===== config.mk =====
export PLATFORM = sky130hd
export DESIGN_NAME = cnpm_ctrl
export DESIGN_NICKNAME = d
export VERILOG_FILES = /design/src/rtl/cnpm_pkg.sv /design/src/rtl/cnpm_ctrl.sv
export SDC_FILE = /design/constraint.sdc
export NUM_CORES = 1
export LEC_CHECK = 0
export ABC_CLOCK_PERIOD_IN_PS = 2500
export BUFFER_PORTS_ARGS = -buffer_cell sky130_fd_sc_hd__clkbuf_2
export CORE_MARGIN = 4
export CORE_UTILIZATION = 51
export DETAILED_ROUTE_END_ITERATION = 16
export PLACE_DENSITY = 0.79
export SLEW_MARGIN = 5
export SYNTH_ARGS = -nofsm -noshare
export SYNTH_HDL_FRONTEND = slang
export SYNTH_SLANG_ARGS = --single-unit

===== constraint.sdc =====
create_clock -name clk -period 2.5 [get_ports clk]
set_clock_uncertainty 0.05 [all_clocks]
set_input_delay 0.25 -clock clk [delete_from_list [all_inputs] [get_ports clk]]
set_output_delay 0.25 -clock clk [all_outputs]
set_load 0.02 [all_outputs]

===== src/rtl/cnpm_pkg.sv =====
package cnpm_pkg;

  localparam int CH_W     = 8;
  localparam int IDX_W    = 8;
  localparam int CNT_W    = 9;
  localparam int KEY_W    = 15;
  localparam int CELL_CH  = 5;
  localparam int SQ_W     = 16;
  localparam int DIST_W   = 18;
  localparam int EPOCH_W  = 8;
  localparam int APB_AW   = 3;
  localparam int APB_DW   = 32;

  localparam logic [CNT_W-1:0] COLOR_COUNT_RST = 9'd256;
  localparam logic [0:0]       REG_COLOR_COUNT = 1'b0;

  localparam logic KIND_LOAD = 1'b0;
  localparam logic KIND_MAP  = 1'b1;

  typedef struct packed {
    logic take;
    logic pal_we;
    logic cell_calc;
    logic cache_rd;
    logic search_init;
    logic issue;
    logic cache_clr;
    logic cache_fill;
    logic out_load;
  } cmd_t;

  typedef struct packed {
    logic slot_ok;
    logic epoch_last;
    logic hit;
    logic found;
    logic pipe_empty;
  } sts_t;

endpackage


===== src/rtl/cnpm_ctrl.sv =====
module cnpm_ctrl #(
  parameter int PALETTE_DEPTH = 256,
  parameter int CACHE_CELLS   = 32768
) (
  input  logic                               clk,
  input  logic                               rst_n,
  input  logic                               in_valid,
  output logic                               in_ready,
  input  logic                               in_kind,
  output logic                               out_valid,
  input  logic                               out_ready,
  input  logic [cnpm_pkg::CNT_W-1:0]         color_count,
  input  cnpm_pkg::sts_t                     sts,
  output cnpm_pkg::cmd_t                     cmd,
  output logic [$clog2(PALETTE_DEPTH)-1:0]   rd_idx,
  output logic [$clog2(CACHE_CELLS)-1:0]     clr_addr
);
  import cnpm_pkg::*;

  localparam int PW = $clog2(PALETTE_DEPTH);
  localparam int CI = $clog2(CACHE_CELLS);

  typedef enum logic [2:0] {
    CLEAR, IDLE, CELL, LOOK, CHECK, SEARCH, DRAIN, RESP
  } state_t;

  state_t          state_r, state_nxt;
  logic [PW-1:0]   idx_r, idx_nxt;
  logic [CI-1:0]   clr_r, clr_nxt;
  logic            out_valid_r, out_valid_nxt;
  logic [CNT_W-1:0] cnt_lim;
  logic            accept;

  assign cnt_lim  = (color_count > CNT_W'(PALETTE_DEPTH)) ? CNT_W'(PALETTE_DEPTH) : color_count;
  assign in_ready = (state_r == IDLE);
  assign accept   = in_valid && in_ready;
  assign out_valid = out_valid_r;
  assign rd_idx   = idx_r;
  assign clr_addr = clr_r;

  always_comb begin
    state_nxt     = state_r;
    idx_nxt       = idx_r;
    clr_nxt       = clr_r;
    out_valid_nxt = out_valid_r && !out_ready;
    cmd           = '0;
    case (state_r)
      CLEAR: begin
        cmd.cache_clr = 1'b1;
        clr_nxt = clr_r + 1'b1;
        if (clr_r == CI'(CACHE_CELLS - 1)) begin
          state_nxt = IDLE;
        end
      end
      IDLE: begin
        if (accept) begin
          cmd.take = 1'b1;
          if (in_kind == KIND_MAP) begin
            state_nxt = CELL;
          end else if (sts.slot_ok) begin
            cmd.pal_we = 1'b1;
            if (sts.epoch_last) begin
              clr_nxt   = '0;
              state_nxt = CLEAR;
            end
          end
        end
      end
      CELL: begin
        cmd.cell_calc = 1'b1;
        state_nxt = LOOK;
      end
      LOOK: begin
        cmd.cache_rd = 1'b1;
        state_nxt = CHECK;
      end
      CHECK: begin
        if (sts.hit) begin
          state_nxt = RESP;
        end else begin
          cmd.search_init = 1'b1;
          idx_nxt = PW'(cnt_lim - 1'b1);
          state_nxt = (cnt_lim == '0) ? DRAIN : SEARCH;
        end
      end
      SEARCH: begin
        cmd.issue = 1'b1;
        idx_nxt = idx_r - 1'b1;
        if (sts.found || idx_r == '0) begin
          state_nxt = DRAIN;
        end
      end
      DRAIN: begin
        if (sts.pipe_empty) begin
          cmd.cache_fill = 1'b1;
          state_nxt = RESP;
        end
      end
      RESP: begin
        if (!out_valid_r || out_ready) begin
          cmd.out_load  = 1'b1;
          out_valid_nxt = 1'b1;
          state_nxt     = IDLE;
        end
      end
      default: begin
        state_nxt = IDLE;
      end
    endcase
  end

  always_ff @(posedge clk) begin
    if (!rst_n) begin
      state_r     <= CLEAR;
      idx_r       <= '0;
      clr_r       <= '0;
      out_valid_r <= 1'b0;
    end else begin
      state_r     <= state_nxt;
      idx_r       <= idx_nxt;
      clr_r       <= clr_nxt;
      out_valid_r <= out_valid_nxt;
    end
  end

endmodule


==> impl_metrics.json, run 1 <==
{
  "grt_antenna_before_repair": 0,
  "gr-usage-met2_pct": 29.0,
  "slew_headroom_pct": 61.4,
  "drt_iter0_markers": 136,
  "die_x_um": 66.4,
  "fin_setup_tns_ns": 0,
  "ys_seq_area_share_pct": 31.1,
  "drv_cap": 0,
  "wl_per_cell_um": 13.8,
  "p_seq_share_pct": 60.5,
  "synthArstFlopShare_pct": 0,
  "cts.sinks": 27,
  "grt_use_met3_pct": 4.08,
  "synth_nets": 228,
  "yosysUniqueCellTypes": 56,
  "startpoint_type": "register",
  "cp_data_arrival_time_ns": 2.30,
  "leakagePower_nw": 0.829,
  "pwr-share-clk_pct": 26.6,
  "via_per_inst": 5.59,
  "max-vdd-ir-drop_mv": 0.350,
  "syn_avg_cell_area_sq_um": 8.40,
  "finalPower_mw": 0.728,
  "synth_area_leader_cell": "dfxtp_1",
  "p_int_mw": 0.538,
  "grt_usage_pct": 19.7,
  "rrSetupSlack_ns": 0.40,
  "cts_setup_buffers": 0,
  "diodes": 0,
  "detail-route-antenna-nets": 0,
  "grt_use_met1_pct": 29.7,
  "clk_path_buf_depth": 2,
  "die_h_um": 66.4,
  "outcome": "finished clean",
  "ys_ff_latch": 27,
  "rsz0062_at_grt": "false",
  "instances_no_fill": 299,
  "synthFlopType": "dfxtp_1",
  "tightest_slew_ns": 0.576,
  "htreeDepth": 1,
  "grt_pass1_wl_mm": 6.93,
  "syn-cell-area_sq_mm": 0.00174,
  "period_minus_slack_ns": 2.10,
  "port_buffers": 52,
  "insertion_delay_ns": 0.33,
  "netlist_top_cells_area": "dfxtp_1, xnor2_1, nor2_1",
  "crit_type": "reg -> reg",
  "top_usage_layer": "met1",
  "row_count": 20,
  "syn_inst": 207,
  "hold_end": "out_valid$_SDFF_PN0_",
  "pwr-share-comb_pct": 12.9,
  "initial_core_util_pct": 55.2,
  "synth_warnings": 0,
  "root_buffer": "clkbuf_4",
  "placed_area_sq_mm": 0.00202,
  "dpl.cell_count": 295,
  "worstPathRequired_ns": 2.70,
  "routabilityCongestion": 0.889,
  "finish.net_count": 277,
  "synth_edf_count": 0,
  "synth_top_area_share_pct": 31.1,
  "r2r-start": "state_r[2]$_SDFFE_PN0P_",
  "switching_share_pct": 26.2,
  "drive_gt1_share_pct": 30.2,
  "drc": 0,
  "grt_pass1_vias": 1512,
  "dieArea_sq_mm": 0.00441,
  "io_pins": 53,
  "timing.final.crit_share_pct": 84.2,
  "setup_viol": 0,
  "routed_wl_mm": 4.12,
  "fmax_mhz": 475,
  "cellPowerDensity_mw_per_mm2": 356,
  "yosysMostFrequentCell": "dfxtp_1",
  "min_from": "out_ready",
  "dr.pass1.iters": 6,
  "clk_pin_slew_worst_paths_ns": 0.15,
  "p_switching_mw": 0.191,
  "area_growth_pct": 17.6,
  "hold_viol": 0,
  "min_path_type": "in -> reg",
  "cts_buffers": 3,
  "grt_max_degree": 20,
  "crit_path_end_kind": "register",
  "ff2ff_path_depth": 8,
  "drv_slew": 0,
  "core_sq_mm": 0.00315,
  "worstHoldPathCells": 3,
  "vias": 1671,
  "post_cts_resized": 0,
  "stdcell_area_sq_mm": 0.00205,
  "postCtsHoldBufs": 0,
  "place_hpwl_mm": 3.16,
  "cts_tree": "yes",
  "synth_top_cells_by_count": "dfxtp_1, nor2_1, nand2_1",
  "crit_fanout": 12,
  "gr-total-overflow": 0,
  "r2r_end": "rd_idx[6]$_SDFFE_PN0P_"
}
## critical path: stages (launching register included)
cell and delay, ns:
dfxtp_1 0.56, nand3b_1 0.17, inv_2 0.17, nor3b_1 0.08, a21oi_1 0.16, ha_1 0.26, o311ai_2 0.16, a2bb2oi_1 0.17
o221a_2 0.23
## cell usage in the layout (no fill, tap or decap), types with 2 or more instances in the layout
| master | count |
|---|---|
| nor3_1 | 4 |
| nor3b_1 | 4 |
| nor2b_1 | 13 |
| nor4_1 | 5 |
| inv_1 | 6 |
| nand2b_1 | 3 |
| a22oi_1 | 2 |
| mux2i_1 | 6 |
| nor4_2 | 4 |
| buf_4 | 4 |
| a21oi_1 | 5 |
| nand3_1 | 8 |
| ha_1 | 2 |
| nor2_1 | 23 |
| a211oi_1 | 2 |
| clkbuf_4 | 3 |
| xor2_1 | 3 |
| xnor2_1 | 11 |
| a31oi_1 | 2 |
| nand4_1 | 3 |
| nand2_1 | 15 |
| o22ai_1 | 2 |
| o21ai_0 | 8 |
| clkbuf_2 | 52 |
| dfxtp_1 | 27 |
| nor3_2 | 4 |
| nand3b_1 | 3 |
| nor4b_2 | 2 |
| and3_1 | 2 |
## worst max-delay path by stage
stage | depth (start not counted) | from | slack (ns) | end
after floorplan | 10 | state_r[0]$_SDFFE_PN0P_ | 0.45 | rd_idx[6]$_SDFFE_PN0P_
after global placement | 8 | state_r[2]$_SDFFE_PN0P_ | 0.49 | rd_idx[6]$_SDFFE_PN0P_
after detailed placement | 8 | state_r[2]$_SDFFE_PN0P_ | 0.42 | rd_idx[6]$_SDFFE_PN0P_
after CTS | 8 | state_r[2]$_SDFFE_PN0P_ | 0.40 | rd_idx[6]$_SDFFE_PN0P_
after global routing | 8 | state_r[2]$_SDFFE_PN0P_ | 0.15 | rd_idx[6]$_SDFFE_PN0P_
final | 8 | state_r[2]$_SDFFE_PN0P_ | 0.40 | rd_idx[6]$_SDFFE_PN0P_
## flip-flops by register name (all words and copies together) (netlist names)
register,flops
out_valid,1
rd_idx,8
state_r,3
clr_addr,15
## per-layer routing
| metal | part of all wire [%] | vias up |
|---|---|---|
| met5 | 0 | - |
| met2 | 43 | 65 |
| met4 | 0.53 | 0 |
| met3 | 7.9 | 4 |
| met1 | 48 | 762 |
| li1 | - | 840 |
## power by group through the flow
stage               combinational [mW]  sequential [mW]  clock [mW]
finish                          0.0937            0.441       0.194
CTS                             0.0937            0.441       0.198
global route                     0.104            0.442       0.219
floorplan                       0.0545            0.455           0
global placement                0.0915            0.450           0
detailed placement              0.0929            0.450           0
## cells by family (layout without fill, tap and decap cells)
| group | after synthesis | after routing | share of synthesized area (%) |
|---|---|---|---|
| simple gates | 99 | 99 | 33.5 |
| compound gates | 39 | 39 | 17.3 |
| xor+xnor | 14 | 14 | 7.05 |
| buf+inv | 19 | 67 | 5.32 |
| fa+ha+maj | 2 | 2 | 1.44 |
| flops | 27 | 27 | 31.1 |
| mux | 7 | 7 | 4.24 |
## final cells by class
class                      count  area, sq um
timing repair buffer          56          290
inverter                       7         26.3
clock buffer                   3         22.5
fill                         291         1110
tap                           44         55.1
multi-input combinational    161         1110
sequential                    27          541
clock inverter                 1         5.00
## metrics by stage
| stage | hold slack [ns] | util [%] | setup WS (ns) |
|---|---|---|---|
| 3_5_place_dp | 0.449 | 64.0 | 0.416 |
| 3_3_place_gp | 0.450 | 64.0 | 0.493 |
| 4_1_cts | 0.209 | 64.9 | 0.399 |
| 2_1_floorplan | 0.428 | - | 0.449 |
| 5_1_grt | 0.210 | 64.9 | 0.147 |
| 6_report | 0.213 | 64.9 | 0.395 |
No activity file was read; power rests on OpenSTA's default activity.
==> run 2: changes to the inputs <==
Settings changed: ABC_CLOCK_PERIOD_IN_PS 2500 to 1800, CORE_UTILIZATION 51 to 46, PLACE_DENSITY 0.79 to 0.76.
Clock period 2.5 ns to 1.8 ns, I/O delays scaled along.
==> run 2 against run 1 <==
- global-route usage fell by 1.3 points
- setup slack got worse by 0.43 ns
- non-clock buffer count is 20 higher
- sequential share of layout area fell by 3.2 points
- combinational power up 61%
- wire length increased by 9.3%
- largest power group unchanged
- die area is 9.5% higher
- maximum frequency is 15% higher
- total power is 51% higher
- first-iteration DRC count fell by 29%
- register-to-register slack worse by 0.43 ns
- the run now ends with negative setup slack left
- clock-buffer cell count is the same
==> impl_metrics.json, run 2 (synthesized netlist as in run 1, its figures left out) <==
{
  "root_buffer": "clkbuf_8",
  "largest_reg_flops": 15,
  "routabilityCongestion": 0.883,
  "cts_tree": "yes",
  "ff2ff_path_depth": 8,
  "grt_use_met3_pct": 4.64,
  "tightest_slew_ns": 0.470,
  "grt_pass1_vias": 1671,
  "slew_headroom_pct": 68.4,
  "p_switching_mw": 0.267,
  "leakagePower_nw": 0.969,
  "routed_wl_mm": 4.51,
  "row_count": 22,
  "die_x_um": 69.5,
  "r2r_end": "rd_idx[6]$_SDFFE_PN0P_",
  "pwr-share-clk_pct": 30.6,
  "setup_viol": 2,
  "cellPowerDensity_mw_per_mm2": 468,
  "pwr-share-comb_pct": 13.8,
  "worstPathRequired_ns": 1.92,
  "path_depth": 8,
  "drt_iter0_markers": 96,
  "wl_per_cell_um": 14.0,
  "drc": 0,
  "grt_max_degree": 18,
  "final_util_pct": 64.0,
  "cts_buffers": 3,
  "finalPower_mw": 1.10,
  "hold_viol": 0,
  "grt_usage_pct": 18.4,
  "cp_data_arrival_time_ns": 1.95,
  "drv_slew": 0,
  "port_buffers": 52,
  "min_path_type": "in -> reg",
  "switching_share_pct": 24.3,
  "rrSetupSlack_ns": -0.03,
  "fmax_mhz": 546,
  "postCtsHoldBufs": 0,
  "insertion_delay_ns": 0.27,
  "die_h_um": 69.5,
  "diodes": 0,
  "core_sq_mm": 0.00366,
  "violations": "negative setup slack",
  "nFillCells": 322,
  "startpoint_type": "register",
  "grt_antenna_before_repair": 0,
  "gr-total-overflow": 0,
  "outcome": "finished, violations left",
  "initial_core_util_pct": 47.5,
  "setup_slack_ns": -0.0326,
  "crit_type": "reg -> reg",
  "finish.net_count": 297,
  "cp_top_family": "compound AO/OA/AOI/OAI gates",
  "cp_slowest_stage_delay_ns": 0.34,
  "p_int_mw": 0.830,
  "timing.final.crit_share_pct": 102,
  "drive_gt1_share_pct": 40.4,
  "vias": 1769,
  "slowest_stage": "dfxtp_2",
  "p_seq_share_pct": 55.6,
  "clk_path_buf_depth": 2,
  "detail-route-antenna-nets": 0,
  "drv_cap": 0,
  "cts.sinks": 27,
  "io_pins": 53,
  "top_usage_layer": "met2",
  "cp_cell_sequence": "nand3b_1, inv_8, nor3b_2, a21oi_2, ha_2, o311ai_4, a2bb2oi_2, o221a_2",
  "cts_setup_buffers": 0,
  "layout_commonest_cell": "clkbuf_2",
  "place_hpwl_mm": 3.49,
  "worst-path-buf-inv": 1,
  "startpoint": "state_r[1]$_SDFFE_PN0P_",
  "rsz0062_at_grt": "true",
  "crit_path_end_kind": "register",
  "max-vdd-ir-drop_mv": 0.416,
  "area_growth_pct": 34.7,
  "gr-usage-met2_pct": 30.2,
  "period_minus_slack_ns": 1.83,
  "cp-endpoint": "rd_idx[6]$_SDFFE_PN0P_",
  "r2r-start": "state_r[1]$_SDFFE_PN0P_",
  "htreeDepth": 1,
  "via_per_inst": 5.48,
  "dr.pass1.iters": 4,
  "clk_pin_slew_worst_paths_ns": 0.09,
  "dieArea_sq_mm": 0.00483,
  "worstHoldPathCells": 2,
  "grt_use_met1_pct": 24.2,
  "final_cell_mix": "clkbuf_2, dfxtp_1, nor2_1",
  "grt_pass1_wl_mm": 7.47,
  "crit_fanout": 6
}
[run 2: layout make-up]
| class | instances | area (sq um) | share of cell area [%] |
|---|---|---|---|
| clock buffer | 3 | 41.3 | 1.76 |
| inverter | 7 | 33.8 | 1.44 |
| sequential | 27 | 543 | 23.2 |
| clock inverter | 1 | 5.00 | 0.214 |
| timing repair buffer | 76 | 460 | 19.7 |
| tap | 48 | 60.1 | 2.56 |
| multi-input combinational | 161 | 1200 | 51.2 |
[run 2: metrics by stage]
stage          cells  TNS, ns  hold WS, ns  worst slack [ns]  area (sq um)
2_1_floorplan    207  -0.0338        0.358           -0.0338          1780
3_3_place_gp     319        0        0.431            0.0160          2200
3_5_place_dp     319  -0.0603        0.436           -0.0449          2200
4_1_cts          323  -0.0502        0.146           -0.0295          2290
5_1_grt          323   -0.542        0.157            -0.112          2340
6_report         323  -0.0579        0.139           -0.0326          2340
[run 2: how the worst min path moves through the flow]
stage	startpoint	end	slack [ns]
floorplan	out_ready	out_valid$_SDFF_PN0_	0.36
global placement	rd_idx[7]$_SDFFE_PN0P_	rd_idx[7]$_SDFFE_PN0P_	0.43
detailed placement	rd_idx[7]$_SDFFE_PN0P_	rd_idx[7]$_SDFFE_PN0P_	0.44
CTS	rst_n	rd_idx[1]$_SDFFE_PN0P_	0.15
global route	rst_n	rd_idx[1]$_SDFFE_PN0P_	0.16
finish	rst_n	rd_idx[1]$_SDFFE_PN0P_	0.14
[run 2: worst reg2reg max path, delay by kind of cell, from the launching register on]
family          cells  cell delay [ns]
compound gates      4             0.63
fa+ha+maj           1             0.23
buf+inv             1             0.14
simple gates        2             0.34
flops               1             0.34
[run 2: metal layers]
layer,wire length (um),vias up
met5,0,-
met4,42,0
met3,233,4
met2,2120,43
met1,2110,837
li1,-,885
[run 2: power groups by stage]
stage,clock network (mW),logic (mW),registers (mW)
floorplan,0,0.0799,0.631
global placement,0,0.140,0.624
detailed placement,0,0.143,0.624
CTS,0.345,0.145,0.610
global route,0.369,0.167,0.612
finish,0.336,0.151,0.610
[run 2: timing repair]
item	CTS	global route
endpoints found under the setup margin	9	11
resized for setup	10	10
pin swaps	3	10
==> run 3: changes to the inputs <==
Settings changed: CTS_BUF_LIST set to sky130_fd_sc_hd__clkbuf_16.
==> run 3 against run 2 <==
- worst hold slack better by 0.019 ns
- first-iteration DRC count down 23%
- the flow still finishes with violations (negative setup slack)
- highest routed layer unchanged
- final cell count unchanged
- largest power group unchanged
==> impl_metrics.json, run 3 (synthesized netlist as in run 1, its figures left out) <==
{
  "cp_cell_sequence": "buf_4, or2_4, buf_4, nor3_4, and3b_1, clkbuf_8",
  "nFillCells": 320,
  "cts_setup_buffers": 0,
  "finalPower_mw": 1.25,
  "place_hpwl_mm": 3.49,
  "cellPowerDensity_mw_per_mm2": 540,
  "layout_commonest_cell": "clkbuf_2",
  "rrSetupSlack_ns": 0,
  "period_minus_slack_ns": 1.83,
  "slew_headroom_pct": 72.1,
  "core_sq_mm": 0.00366,
  "max-vdd-ir-drop_mv": 0.602,
  "leakagePower_nw": 0.971,
  "dieArea_sq_mm": 0.00483,
  "cts_tree": "yes",
  "cts_buffers": 3,
  "die_h_um": 69.5,
  "critPathMostFrequentCell": "buf_4",
  "pwr-share-clk_pct": 39.7,
  "drc": 0,
  "timing.final.crit_share_pct": 102,
  "routabilityCongestion": 0.883,
  "grt_antenna_before_repair": 0,
  "tightest_slew_ns": 0.417,
  "crit_fanout": 10,
  "rsz0062_at_grt": "true",
  "routed_wl_mm": 4.34,
  "diodes": 0,
  "switching_share_pct": 22.3,
  "min_path_type": "in -> reg",
  "row_count": 22,
  "drt_iter0_markers": 74,
  "grt_max_degree": 18,
  "final_util_pct": 63.3,
  "detail-route-antenna-nets": 0,
  "clk_path_buf_depth": 2,
  "p_seq_share_pct": 48.8,
  "crit_type": "reg -> out",
  "via_per_inst": 5.34,
  "cp_slowest_stage_delay_ns": 0.32,
  "placed_area_sq_mm": 0.00220,
  "grt_pass1_wl_mm": 7.53,
  "drive_gt1_share_pct": 38.5,
  "port_buffers": 52,
  "cp_data_arrival_time_ns": 1.60,
  "final_cell_mix": "clkbuf_2, dfxtp_1, buf_4",
  "largest_reg_flops": 15,
  "io_pins": 53,
  "dr.pass1.iters": 4,
  "fmax_mhz": 547,
  "htreeDepth": 1,
  "violations": "negative setup slack",
  "cts.sinks": 27,
  "setup_slack_ns": -0.0282,
  "drv_cap": 0,
  "clk_pin_slew_worst_paths_ns": 0.07,
  "pwr-share-comb_pct": 11.5,
  "worst-path-buf-inv": 3,
  "drv_slew": 0,
  "wl_per_cell_um": 13.4,
  "outcome": "finished, violations left",
  "vias": 1726,
  "fin_setup_tns_ns": -0.0324,
  "initial_core_util_pct": 47.5,
  "stdcell_area_sq_mm": 0.00232,
  "grt_usage_pct": 18.5,
  "root_buffer": "clkbuf_16",
  "setup_viol": 2,
  "startpoint_type": "register",
  "slowest_stage": "dfxtp_2",
  "area_growth_pct": 33.2,
  "p_switching_mw": 0.279,
  "insertion_delay_ns": 0.26,
  "gr-total-overflow": 0,
  "crit_path_end_kind": "output port",
  "cp_top_family": "simple AND/OR/NAND/NOR gates",
  "finish.net_count": 297,
  "p_int_mw": 0.972,
  "worstPathRequired_ns": 1.57,
  "dpl_worst_slack_ns": -0.0449,
  "grt_pass1_vias": 1680,
  "hold_viol": 0,
  "die_x_um": 69.5
}
-- run 3: what timing repair did --
item	CTS	global route
endpoints found under the setup margin	9	13
hold buffers	0	0
resized for setup	7	3
pin swaps	2	3
-- run 3: routing by layer --
metal | share of wire, % | wire, um | up-vias | global-route usage, %
met5 | 0 | 0 | - | 0
met4 | 0.81 | 35 | 0 | 3.47
met3 | 4.3 | 185 | 4 | 4.06
met2 | 47 | 2060 | 36 | 30.6
met1 | 47 | 2060 | 805 | 24.9
li1 | - | - | 881 | -
-- run 3: per-stage QoR --
step | cells | hold WS, ns
final | 323 | 0.158
after global routing | 323 | 0.179
after CTS | 323 | 0.166
after detailed placement | 319 | 0.436
after global placement | 319 | 0.431
after floorplan | 207 | 0.358
-- run 3: power by group through the flow --
stage	Sequential, mW	Combinational (mW)	Clock [mW]
after global placement	0.624	0.140	0
after detailed placement	0.624	0.143	0
after global routing	0.611	0.160	0.530
after CTS	0.611	0.145	0.503
final	0.611	0.144	0.497
after floorplan	0.631	0.0799	0
-- run 3: worst paths after layout --
| path | start | to | cells past startpoint |
|---|---|---|---|
| setup / recovery | state_r[1]$_SDFFE_PN0P_ | cmd[7] | 6 |
| hold / removal | rst_n | rd_idx[1]$_SDFFE_PN0P_ | 2 |
| setup reg to reg | state_r[1]$_SDFFE_PN0P_ | rd_idx[6]$_SDFFE_PN0P_ | 8 |
| hold reg to reg | rd_idx[7]$_SDFFE_PN0P_ | rd_idx[7]$_SDFFE_PN0P_ | 2 |
-- run 3: layout make-up --
cell class                 count  area (sq um)  share of cell area (%)
clock buffer                   3          75.1                    3.24
clock inverter                 1          5.00                   0.216
inverter                       7          33.8                    1.46
multi-input combinational    161          1150                    49.7
sequential                    27           543                    23.4
tap                           48          60.1                    2.59
timing repair buffer          76           449                    19.4
